File: config.mk
export PLATFORM = sky130hd
export DESIGN_NAME = three_voice_tone_synth_mixer_top
export DESIGN_NICKNAME = d
export VERILOG_FILES = /design/src/sv/tvs_pkg.sv /design/src/sv/tvs_phase_acc.sv /design/src/sv/tvs_sine_rom.sv /design/src/sv/tvs_mixer.sv /design/src/sv/three_voice_tone_synth_mixer_top.sv
export SDC_FILE = /design/constraint.sdc
export NUM_CORES = 2
export LEC_CHECK = 0
export BUFFER_PORTS_ARGS = -buffer_cell sky130_fd_sc_hd__buf_2
export CORE_MARGIN = 5
export CORE_UTILIZATION = 34
export DETAILED_ROUTE_END_ITERATION = 6
export SETUP_SLACK_MARGIN = 0.1
export SLEW_MARGIN = 20
export SYNTH_ARGS = -nofsm -noshare
export SYNTH_HDL_FRONTEND = slang
export SYNTH_SLANG_ARGS = --single-unit
File: constraint.sdc
create_clock -name aclk -period 14 [get_ports aclk]
set_input_delay 2.1 -clock aclk [delete_from_list [all_inputs] [get_ports aclk]]
set_output_delay 2.1 -clock aclk [all_outputs]
set_load 0.02 [all_outputs]
File: src/sv/tvs_pkg.sv
// Shared constants, types and sine table builder for the three-voice tone synth.
package tvs_pkg;

    localparam int SAMPLE_RATE = 16000;
    localparam int TABLE_BITS  = 8;
    localparam int ROM_SIZE    = 2 ** TABLE_BITS;

    localparam int HZ_W       = 13;
    localparam int PHASE_W    = 16;
    localparam int SINE_W     = 16;
    localparam int SINE_AMP   = 32767;
    localparam int NUM_VOICES = 3;

    localparam int VOICE_LEAD = 0;
    localparam int VOICE_BASS = 1;
    localparam int VOICE_HARM = 2;

    // Phase step = floor(hz * 2^PHASE_W / SAMPLE_RATE), by reciprocal multiply.
    // STEP_K keeps hz * rounding error below 2^STEP_K, so the floor is exact.
    localparam int STEP_K = HZ_W + $clog2(SAMPLE_RATE);
    localparam logic [63:0] STEP_MUL_64 =
        ((64'd1 << (PHASE_W + STEP_K)) + 64'(SAMPLE_RATE) - 64'd1) / 64'(SAMPLE_RATE);
    localparam int STEP_MUL_W = $clog2(STEP_MUL_64 + 64'd1);
    localparam logic [STEP_MUL_W-1:0] STEP_MUL = STEP_MUL_W'(STEP_MUL_64);
    localparam logic [63:0] STEP_MAX =
        (64'(2 ** HZ_W - 1) << PHASE_W) / 64'(SAMPLE_RATE);
    localparam int STEP_W = $clog2(STEP_MAX + 64'd1);
    localparam int PROD_W = HZ_W + STEP_MUL_W;

    // Signed divide by 3 (truncating) on the magnitude, by reciprocal multiply.
    localparam int DIV3_SHIFT = SINE_W + 1;
    localparam int DIV3_MUL   = ((1 << DIV3_SHIFT) + 2) / 3;
    localparam int DIV3_MUL_W = $clog2(DIV3_MUL + 1);

    localparam int VOICE_W   = SINE_W + 2;
    localparam int MIX_W     = VOICE_W + 4;
    localparam int OUT_W     = 15;
    localparam int MIX_SHIFT = 5;
    localparam int MIX_LIMIT = 9000;
    localparam int LEAD_GAIN = 5;
    localparam int BASS_GAIN = 3;
    localparam int HARM_GAIN = 2;

    localparam logic [63:0] PI_Q60 = 64'h3243F6A8885A308D;

    typedef logic [HZ_W-1:0]              hz_t;
    typedef logic [STEP_W-1:0]            step_t;
    typedef logic [PHASE_W-1:0]           phase_t;
    typedef logic [TABLE_BITS-1:0]        rom_addr_t;
    typedef logic signed [SINE_W-1:0]     sine_t;
    typedef logic signed [VOICE_W-1:0]    voice_t;
    typedef logic signed [OUT_W-1:0]      sample_t;
    typedef sine_t                        sine_tbl_t [ROM_SIZE];

    typedef struct packed {
        logic      active;
        rom_addr_t idx1;
        rom_addr_t idx3;
    } rom_req_t;

    typedef struct packed {
        logic  active;
        sine_t s1;
        sine_t s3;
    } rom_rsp_t;

    // sin(2*pi*j/ROM_SIZE) in Q30 for the first quarter wave, Taylor series.
    function automatic logic [63:0] sin_q30(input int unsigned j);
        logic [63:0] x;
        logic [63:0] x2;
        logic [63:0] term;
        logic [63:0] sum;
        int unsigned k;
        x    = ((((PI_Q60 >> 20) * (64'(j) << 1)) / ROM_SIZE) + 64'd512) >> 10;
        x2   = (x * x + (64'd1 << 29)) >> 30;
        term = x;
        sum  = x;
        for (k = 1; k < 14; k++) begin
            term = ((term * x2 + (64'd1 << 29)) >> 30) / 64'((2 * k) * (2 * k + 1));
            if (k[0]) begin
                sum = (sum > term) ? sum - term : 64'd0;
            end else begin
                sum = sum + term;
            end
        end
        if (sum > (64'd1 << 30)) begin
            sum = 64'd1 << 30;
        end
        return sum;
    endfunction

    // Full sine table, evaluated at elaboration only.
    function automatic sine_tbl_t build_sine_tbl();
        sine_tbl_t   tbl;
        int unsigned i;
        int unsigned q;
        int unsigned r;
        int unsigned j;
        logic [63:0] mag;
        for (i = 0; i < ROM_SIZE; i++) begin
            q   = i / (ROM_SIZE / 4);
            r   = i % (ROM_SIZE / 4);
            j   = q[0] ? (ROM_SIZE / 4) - r : r;
            mag = (sin_q30(j) * 64'(SINE_AMP) + (64'd1 << 29)) >> 30;
            tbl[i] = (q >= 2) ? -sine_t'(mag) : sine_t'(mag);
        end
        return tbl;
    endfunction

endpackage

File: src/sv/tvs_phase_acc.sv
// Phase step calculation and per-voice phase accumulators with sine address generation.
module tvs_phase_acc import tvs_pkg::*; (
    input  logic                            aclk,
    input  logic                            aresetn,
    input  logic                            step_en,
    input  logic                            addr_en,
    input  logic                            phase_upd,
    input  hz_t      [NUM_VOICES-1:0]       hz,
    output rom_req_t [NUM_VOICES-1:0]       req
);

    step_t    step_reg  [NUM_VOICES];
    step_t    step_next [NUM_VOICES];
    phase_t   phase_reg [NUM_VOICES];
    phase_t   phase_next[NUM_VOICES];
    rom_req_t [NUM_VOICES-1:0] req_reg;
    rom_req_t [NUM_VOICES-1:0] req_next;

    logic [PROD_W-1:0] prod   [NUM_VOICES];
    phase_t            phase3 [NUM_VOICES];
    logic              active [NUM_VOICES];

    always_comb begin
        for (int v = 0; v < NUM_VOICES; v++) begin
            prod[v]      = PROD_W'(hz[v]) * PROD_W'(STEP_MUL);
            step_next[v] = prod[v][STEP_K +: STEP_W];

            // silent voice: phase holds
            active[v]     = (step_reg[v] != '0);
            phase_next[v] = active[v] ? phase_reg[v] + PHASE_W'(step_reg[v]) : phase_reg[v];
            phase3[v]     = PHASE_W'({phase_next[v], 1'b0}) + phase_next[v];

            req_next[v].active = active[v];
            req_next[v].idx1   = phase_next[v][PHASE_W-1 -: TABLE_BITS];
            req_next[v].idx3   = phase3[v][PHASE_W-1 -: TABLE_BITS];
        end
    end

    always_ff @(posedge aclk) begin
        if (!aresetn) begin
            for (int v = 0; v < NUM_VOICES; v++) begin
                phase_reg[v] <= '0;
            end
        end else if (phase_upd) begin
            for (int v = 0; v < NUM_VOICES; v++) begin
                phase_reg[v] <= phase_next[v];
            end
        end
    end

    always_ff @(posedge aclk) begin
        if (step_en) begin
            for (int v = 0; v < NUM_VOICES; v++) begin
                step_reg[v] <= step_next[v];
            end
        end
        if (addr_en) begin
            req_reg <= req_next;
        end
    end

    assign req = req_reg;

endmodule

File: src/sv/tvs_sine_rom.sv
// Sine ROM with registered read data, one fundamental and one third-harmonic port per voice.
module tvs_sine_rom import tvs_pkg::*; (
    input  logic                            aclk,
    input  logic                            rd_en,
    input  rom_req_t [NUM_VOICES-1:0]       req,
    output rom_rsp_t [NUM_VOICES-1:0]       rsp
);

    localparam sine_tbl_t SINE_TBL = build_sine_tbl();

    rom_rsp_t [NUM_VOICES-1:0] rsp_reg;

    always_ff @(posedge aclk) begin
        if (rd_en) begin
            for (int v = 0; v < NUM_VOICES; v++) begin
                rsp_reg[v].active <= req[v].active;
                rsp_reg[v].s1     <= SINE_TBL[req[v].idx1];
                rsp_reg[v].s3     <= SINE_TBL[req[v].idx3];
            end
        end
    end

    assign rsp = rsp_reg;

endmodule

File: src/sv/tvs_mixer.sv
// Voice value (fundamental plus third harmonic over three), weighted mix, shift and clamp.
module tvs_mixer import tvs_pkg::*; (
    input  logic                            aclk,
    input  logic                            voice_en,
    input  logic                            out_en,
    input  rom_rsp_t [NUM_VOICES-1:0]       rsp,
    output sample_t                         sample
);

    localparam int Q3_W = SINE_W + 1 + DIV3_MUL_W;

    voice_t  voice_reg  [NUM_VOICES];
    voice_t  voice_next [NUM_VOICES];
    sample_t sample_reg;
    sample_t sample_next;

    logic signed [SINE_W:0] s3_ext  [NUM_VOICES];
    logic        [SINE_W:0] s3_mag  [NUM_VOICES];
    logic        [Q3_W-1:0] q3_prod [NUM_VOICES];
    voice_t                 q3      [NUM_VOICES];

    logic signed [MIX_W-1:0] mix_sum;
    logic signed [MIX_W-1:0] mix_shr;

    always_comb begin
        for (int v = 0; v < NUM_VOICES; v++) begin
            s3_ext[v]  = (SINE_W + 1)'(rsp[v].s3);
            s3_mag[v]  = rsp[v].s3[SINE_W-1] ? -s3_ext[v] : s3_ext[v];
            q3_prod[v] = Q3_W'(s3_mag[v]) * Q3_W'(DIV3_MUL);
            q3[v]      = VOICE_W'(q3_prod[v] >> DIV3_SHIFT);
            if (rsp[v].s3[SINE_W-1]) begin
                q3[v] = -q3[v];
            end
            voice_next[v] = rsp[v].active ? VOICE_W'(rsp[v].s1) + q3[v] : '0;
        end
    end

    // floor division by 32 is the arithmetic shift
    always_comb begin
        mix_sum = MIX_W'(voice_reg[VOICE_LEAD]) * MIX_W'(LEAD_GAIN)
                + MIX_W'(voice_reg[VOICE_BASS]) * MIX_W'(BASS_GAIN)
                + MIX_W'(voice_reg[VOICE_HARM]) * MIX_W'(HARM_GAIN);
        mix_shr = mix_sum >>> MIX_SHIFT;
        if (mix_shr > MIX_LIMIT) begin
            sample_next = OUT_W'(MIX_LIMIT);
        end else if (mix_shr < -MIX_LIMIT) begin
            sample_next = OUT_W'(-MIX_LIMIT);
        end else begin
            sample_next = OUT_W'(mix_shr);
        end
    end

    always_ff @(posedge aclk) begin
        if (voice_en) begin
            for (int v = 0; v < NUM_VOICES; v++) begin
                voice_reg[v] <= voice_next[v];
            end
        end
        if (out_en) begin
            sample_reg <= sample_next;
        end
    end

    assign sample = sample_reg;

endmodule

File: src/sv/three_voice_tone_synth_mixer_top.sv
// Top level of the three-voice DDS tone synthesiser and mixer.
//
//   Channel   Direction  Handshake          Payload
//   s_        in         s_valid / s_ready  s_lead_hz, s_bass_hz, s_harm_hz (13 b unsigned)
//   m_        out        m_valid / m_ready  m_sample (15 b signed, clamped to +/-9000)
//
// One tick per cycle sustained while m_ready stays high; m_valid rises when the tick reaches the output register.
// The rate is set by the phase accumulator: one add per voice closes the only loop.
// Pipeline: step multiply, phase add and ROM address, ROM read, voice sum, mix and clamp.
// Reset (aresetn low, synchronous) clears the phases and the stage valid bits; the
// sine ROM is a constant table and needs no clearing pass.
// Each stage advances when it is empty or the stage after it moves, so bubbles close up
// and s_ready drops only when all five stages are full and m_ready is low.
module three_voice_tone_synth_mixer_top import tvs_pkg::*; (
    input  logic    aclk,
    input  logic    aresetn,
    input  logic    s_valid,
    output logic    s_ready,
    input  hz_t     s_lead_hz,
    input  hz_t     s_bass_hz,
    input  hz_t     s_harm_hz,
    output logic    m_valid,
    input  logic    m_ready,
    output sample_t m_sample
);

    localparam int NUM_STAGES = 5;
    localparam int ST_STEP    = 0;   // phase step registered
    localparam int ST_ADDR    = 1;   // phase updated, ROM addresses registered
    localparam int ST_ROM     = 2;   // ROM data registered
    localparam int ST_VOICE   = 3;   // voice values registered
    localparam int ST_OUT     = 4;   // output sample register

    logic [NUM_STAGES-1:0] stage_vld_reg;
    logic [NUM_STAGES-1:0] stage_vld_next;
    logic [NUM_STAGES-1:0] stage_en;

    hz_t      [NUM_VOICES-1:0] hz;
    rom_req_t [NUM_VOICES-1:0] rom_req;
    rom_rsp_t [NUM_VOICES-1:0] rom_rsp;

    // Stall chain: a stage may load when it is empty or its contents move on.
    always_comb begin
        stage_en[ST_OUT] = !stage_vld_reg[ST_OUT] || m_ready;
        for (int k = NUM_STAGES - 2; k >= 0; k--) begin
            stage_en[k] = !stage_vld_reg[k] || stage_en[k+1];
        end
        stage_vld_next[ST_STEP] = stage_en[ST_STEP] ? s_valid : stage_vld_reg[ST_STEP];
        for (int k = 1; k < NUM_STAGES; k++) begin
            stage_vld_next[k] = stage_en[k] ? stage_vld_reg[k-1] : stage_vld_reg[k];
        end
    end

    always_ff @(posedge aclk) begin
        if (!aresetn) begin
            stage_vld_reg <= '0;
        end else begin
            stage_vld_reg <= stage_vld_next;
        end
    end

    assign s_ready = stage_en[ST_STEP];
    assign m_valid = stage_vld_reg[ST_OUT];

    assign hz[VOICE_LEAD] = s_lead_hz;
    assign hz[VOICE_BASS] = s_bass_hz;
    assign hz[VOICE_HARM] = s_harm_hz;

    // Phases move only when a real tick leaves the step stage.
    tvs_phase_acc u_phase_acc (
        .aclk      (aclk),
        .aresetn   (aresetn),
        .step_en   (stage_en[ST_STEP]),
        .addr_en   (stage_en[ST_ADDR]),
        .phase_upd (stage_vld_reg[ST_STEP] && stage_en[ST_ADDR]),
        .hz        (hz),
        .req       (rom_req)
    );

    tvs_sine_rom u_sine_rom (
        .aclk  (aclk),
        .rd_en (stage_en[ST_ROM]),
        .req   (rom_req),
        .rsp   (rom_rsp)
    );

    tvs_mixer u_mixer (
        .aclk     (aclk),
        .voice_en (stage_en[ST_VOICE]),
        .out_en   (stage_en[ST_OUT]),
        .rsp      (rom_rsp),
        .sample   (m_sample)
    );

    // Clamp must hold on every presented sample.
    a_sample_in_range: assert property (@(posedge aclk) disable iff (!aresetn)
        m_valid |-> (m_sample <= MIX_LIMIT && m_sample >= -MIX_LIMIT))
        else $error("mixed sample outside clamp range");

    // Input back-pressure only when every stage is occupied and the sink stalls.
    a_ready_only_when_full: assert property (@(posedge aclk) disable iff (!aresetn)
        !s_ready |-> (&stage_vld_reg && !m_ready))
        else $error("input stalled with room in the pipeline");

    // No result straight out of reset.
    a_reset_clears_output: assert property (@(posedge aclk)
        !aresetn |=> !m_valid)
        else $error("result valid after reset");

endmodule

==> results.yml <==
finish:
  layout.nets: 10747
  final_layout_size_suffix_gt1_share_pct: 4.30
  synthToLayoutAreaGrowth_pct: 5.95
  largest_reg_flops: 99
worst_setup_path:
  cp-start-kind: "flip-flop"
  crit_start: "u_sine_rom.rsp[4]"
  crit_fanout: 8
  arrival_ps: 11280
  end_kind: "flip-flop"
  cp.required_ps: 14400
  critical_path_class: "reg2reg"
  crit_slowest_cell: "xor2_1"
  reg2reg_from: "u_sine_rom.rsp[4]"
  critPathMaxStageDelay_ps: 800
die:
  die_area_um2: 226000
  die_x_um: 476
  core_area_um2: 215000
  die_y_um: 476
  initial_core_util_pct: 34.3
  rows: 170
  io_pins: 60
status:
  status: "finished clean"
grt:
  grt_max_degree: 140
  met2_usage_pct: 36.3
  grt_busiest_layer: "met2"
  grt_usage_pct: 22.9
  grt_use_met1_pct: 31.2
  grt_pass1_wl_um: 415000
  use_met3_pct: 3.91
  first_global_vias: 70307
  grt_overflow: 0
  antenna_found_initial: 4
timing:
  slew_headroom_pct: 25.2
  rsz0062_at_grt: "false"
  period_minus_slack_ps: 10880
  hold_viol_final: 0
  finalCritPeriodShare_pct: 77.7
  maxSlewViolCount: 0
  max_freq_mhz: 91.9
  setup_viol: 0
  worst-slew-pin-transition_ps: 1090
  fin_tns_setup_ps: 0
  skew_ps: 24.6
yosys:
  yosys_most_used_dff: "edfxtp_1"
  async_reset_ff_share_pct: 0
  yosysSeqAreaShare_pct: 13.0
  synth_edf_count: 315
  syn_inst: 9354
  yosys.cell_count.top_type: "inv_1"
  synth-seq-cells: 320
  syn_area_per_cell_um2: 7.88
  netlist_area_um2: 73700
  yosys_warnings: 0
  netlist.area_leader.share_pct: 18.6
  yosys.area.top_type: "ha_1"
  synth_common_cells: "inv_1 (1143), ha_1 (1095), a21oi_1 (781), nor2_1 (775), nand2_1 (758)"
  ys_types: 95
  ys_top_cells_by_area: "ha_1 (19%), fa_1 (15%), edfxtp_1 (13%)"
detailed_routing:
  drc: 0
  postRouteAntennaNets: 0
  post_drt_wl_per_cell_um: 22.5
  drt-initial-drc-count: 8773
  drtPass1Iterations: 7
  post_drt_via_cell_ratio: 5.98
  num_vias: 71322
  routed_wl_um: 268000
clock_tree:
  cts_max_path_buffers: 3
  cts_buffers: 43
  cts_root_buf: "clkbuf_16"
  postCtsSetupBuffers: 0
  clkTransAtPathRegs_ps: 60
  cts_tree: "built"
  clock-sinks: 320
  insertion_delay_ps: 640
  postCtsHoldBufs: 0
  h-tree-depth: 2
  cts_resized: 0
run:
  drv_cap: 0
hold_path:
  hp-class: "reg2reg"
  hp-start: "u_phase_acc.req[33]"
placed_design:
  gp_congestion: 0.989
  io_buffers: 59
  dp_hpwl_um: 202000
[cell usage in the layout (no fill, tap or decap), types with 123 or more instances in the layout]
cell type,n
nor2_1,774
a211oi_1,143
o21ai_0,738
o211ai_1,134
a31oi_1,150
a21oi_1,781
nand3_1,188
ha_1,1095
buf_4,129
xnor2_1,246
edfxtp_1,315
fa_1,548
xor2_1,123
nand2_1,755
nor3_1,198
inv_1,1140
[metrics by stage]
stage | area, µm² | setup WS, ps | std cells | util (%) | hold slack [ps]
floorplan | 73700 | 4160 | 9370 | - | 400
global placement | 76500 | 3080 | 11853 | 35.6 | 409
detailed placement | 76500 | 3200 | 11853 | 35.6 | 430
CTS | 78000 | 3130 | 11932 | 36.3 | 445
global route | 78100 | 2380 | 11934 | 36.3 | 460
finish | 78100 | 3120 | 11934 | 36.3 | 444
[critical path: cells and delay by family, from the launching register on]
kind | cells | cell delay (ps)
AOI/OAI and AO/OA | 13 | 3290
adders and majority gates | 8 | 3170
and+or+nand+nor | 9 | 2020
xor gates and xnor gates | 4 | 1550
DFF | 1 | 460
buffers and inverters | 3 | 160
[logic make-up (layout without fill, tap and decap cells)]
logic type	count (synthesis)	count (layout)	share of synthesized area [%]
buffers and inverters	1709	1434	8.71
adder cells (fa/ha/maj)	1643	1643	33.5
multiplexers	68	68	1.38
AO/OA/AOI/OAI	2782	2782	23.8
XOR/XNOR	371	371	4.45
flip-flops	320	320	13.0
other	2	19	0.0102
AND/OR/NAND/NOR	2459	2459	15.2
[path summary, 6_finish.rpt]
path | endpoint | slack [ps] | cells past startpoint
max | u_mixer.voice_reg[0][17] | 3120 | 37
min | u_sine_rom.rsp[65] | 440 | 0
max reg2reg | u_mixer.voice_reg[0][17] | 3120 | 37
min reg2reg | u_sine_rom.rsp[65] | 440 | 0
[layer usage]
| metal | part of all wire [%] | wire [µm] |
|---|---|---|
| met1 | 43 | 114000 |
| met2 | 44 | 118000 |
| met3 | 8.8 | 23700 |
| met4 | 4.6 | 12300 |
| met5 | 0.010 | 27 |
[final cells by class]
| cell class | count | area [µm²] |
|---|---|---|
| fill | 22359 | 137000 |
| multi-input combinational | 7341 | 57800 |
| sequential | 320 | 9560 |
| inverter | 1165 | 4370 |
| tap | 2838 | 3550 |
| timing repair buffer | 190 | 1300 |
| clock buffer | 44 | 1080 |
| clock inverter | 35 | 407 |
| antenna | 1 | 2.50 |
Power is not shown: default switching activity piles up to over one toggle a cycle in this logic, so the estimate is an artifact.
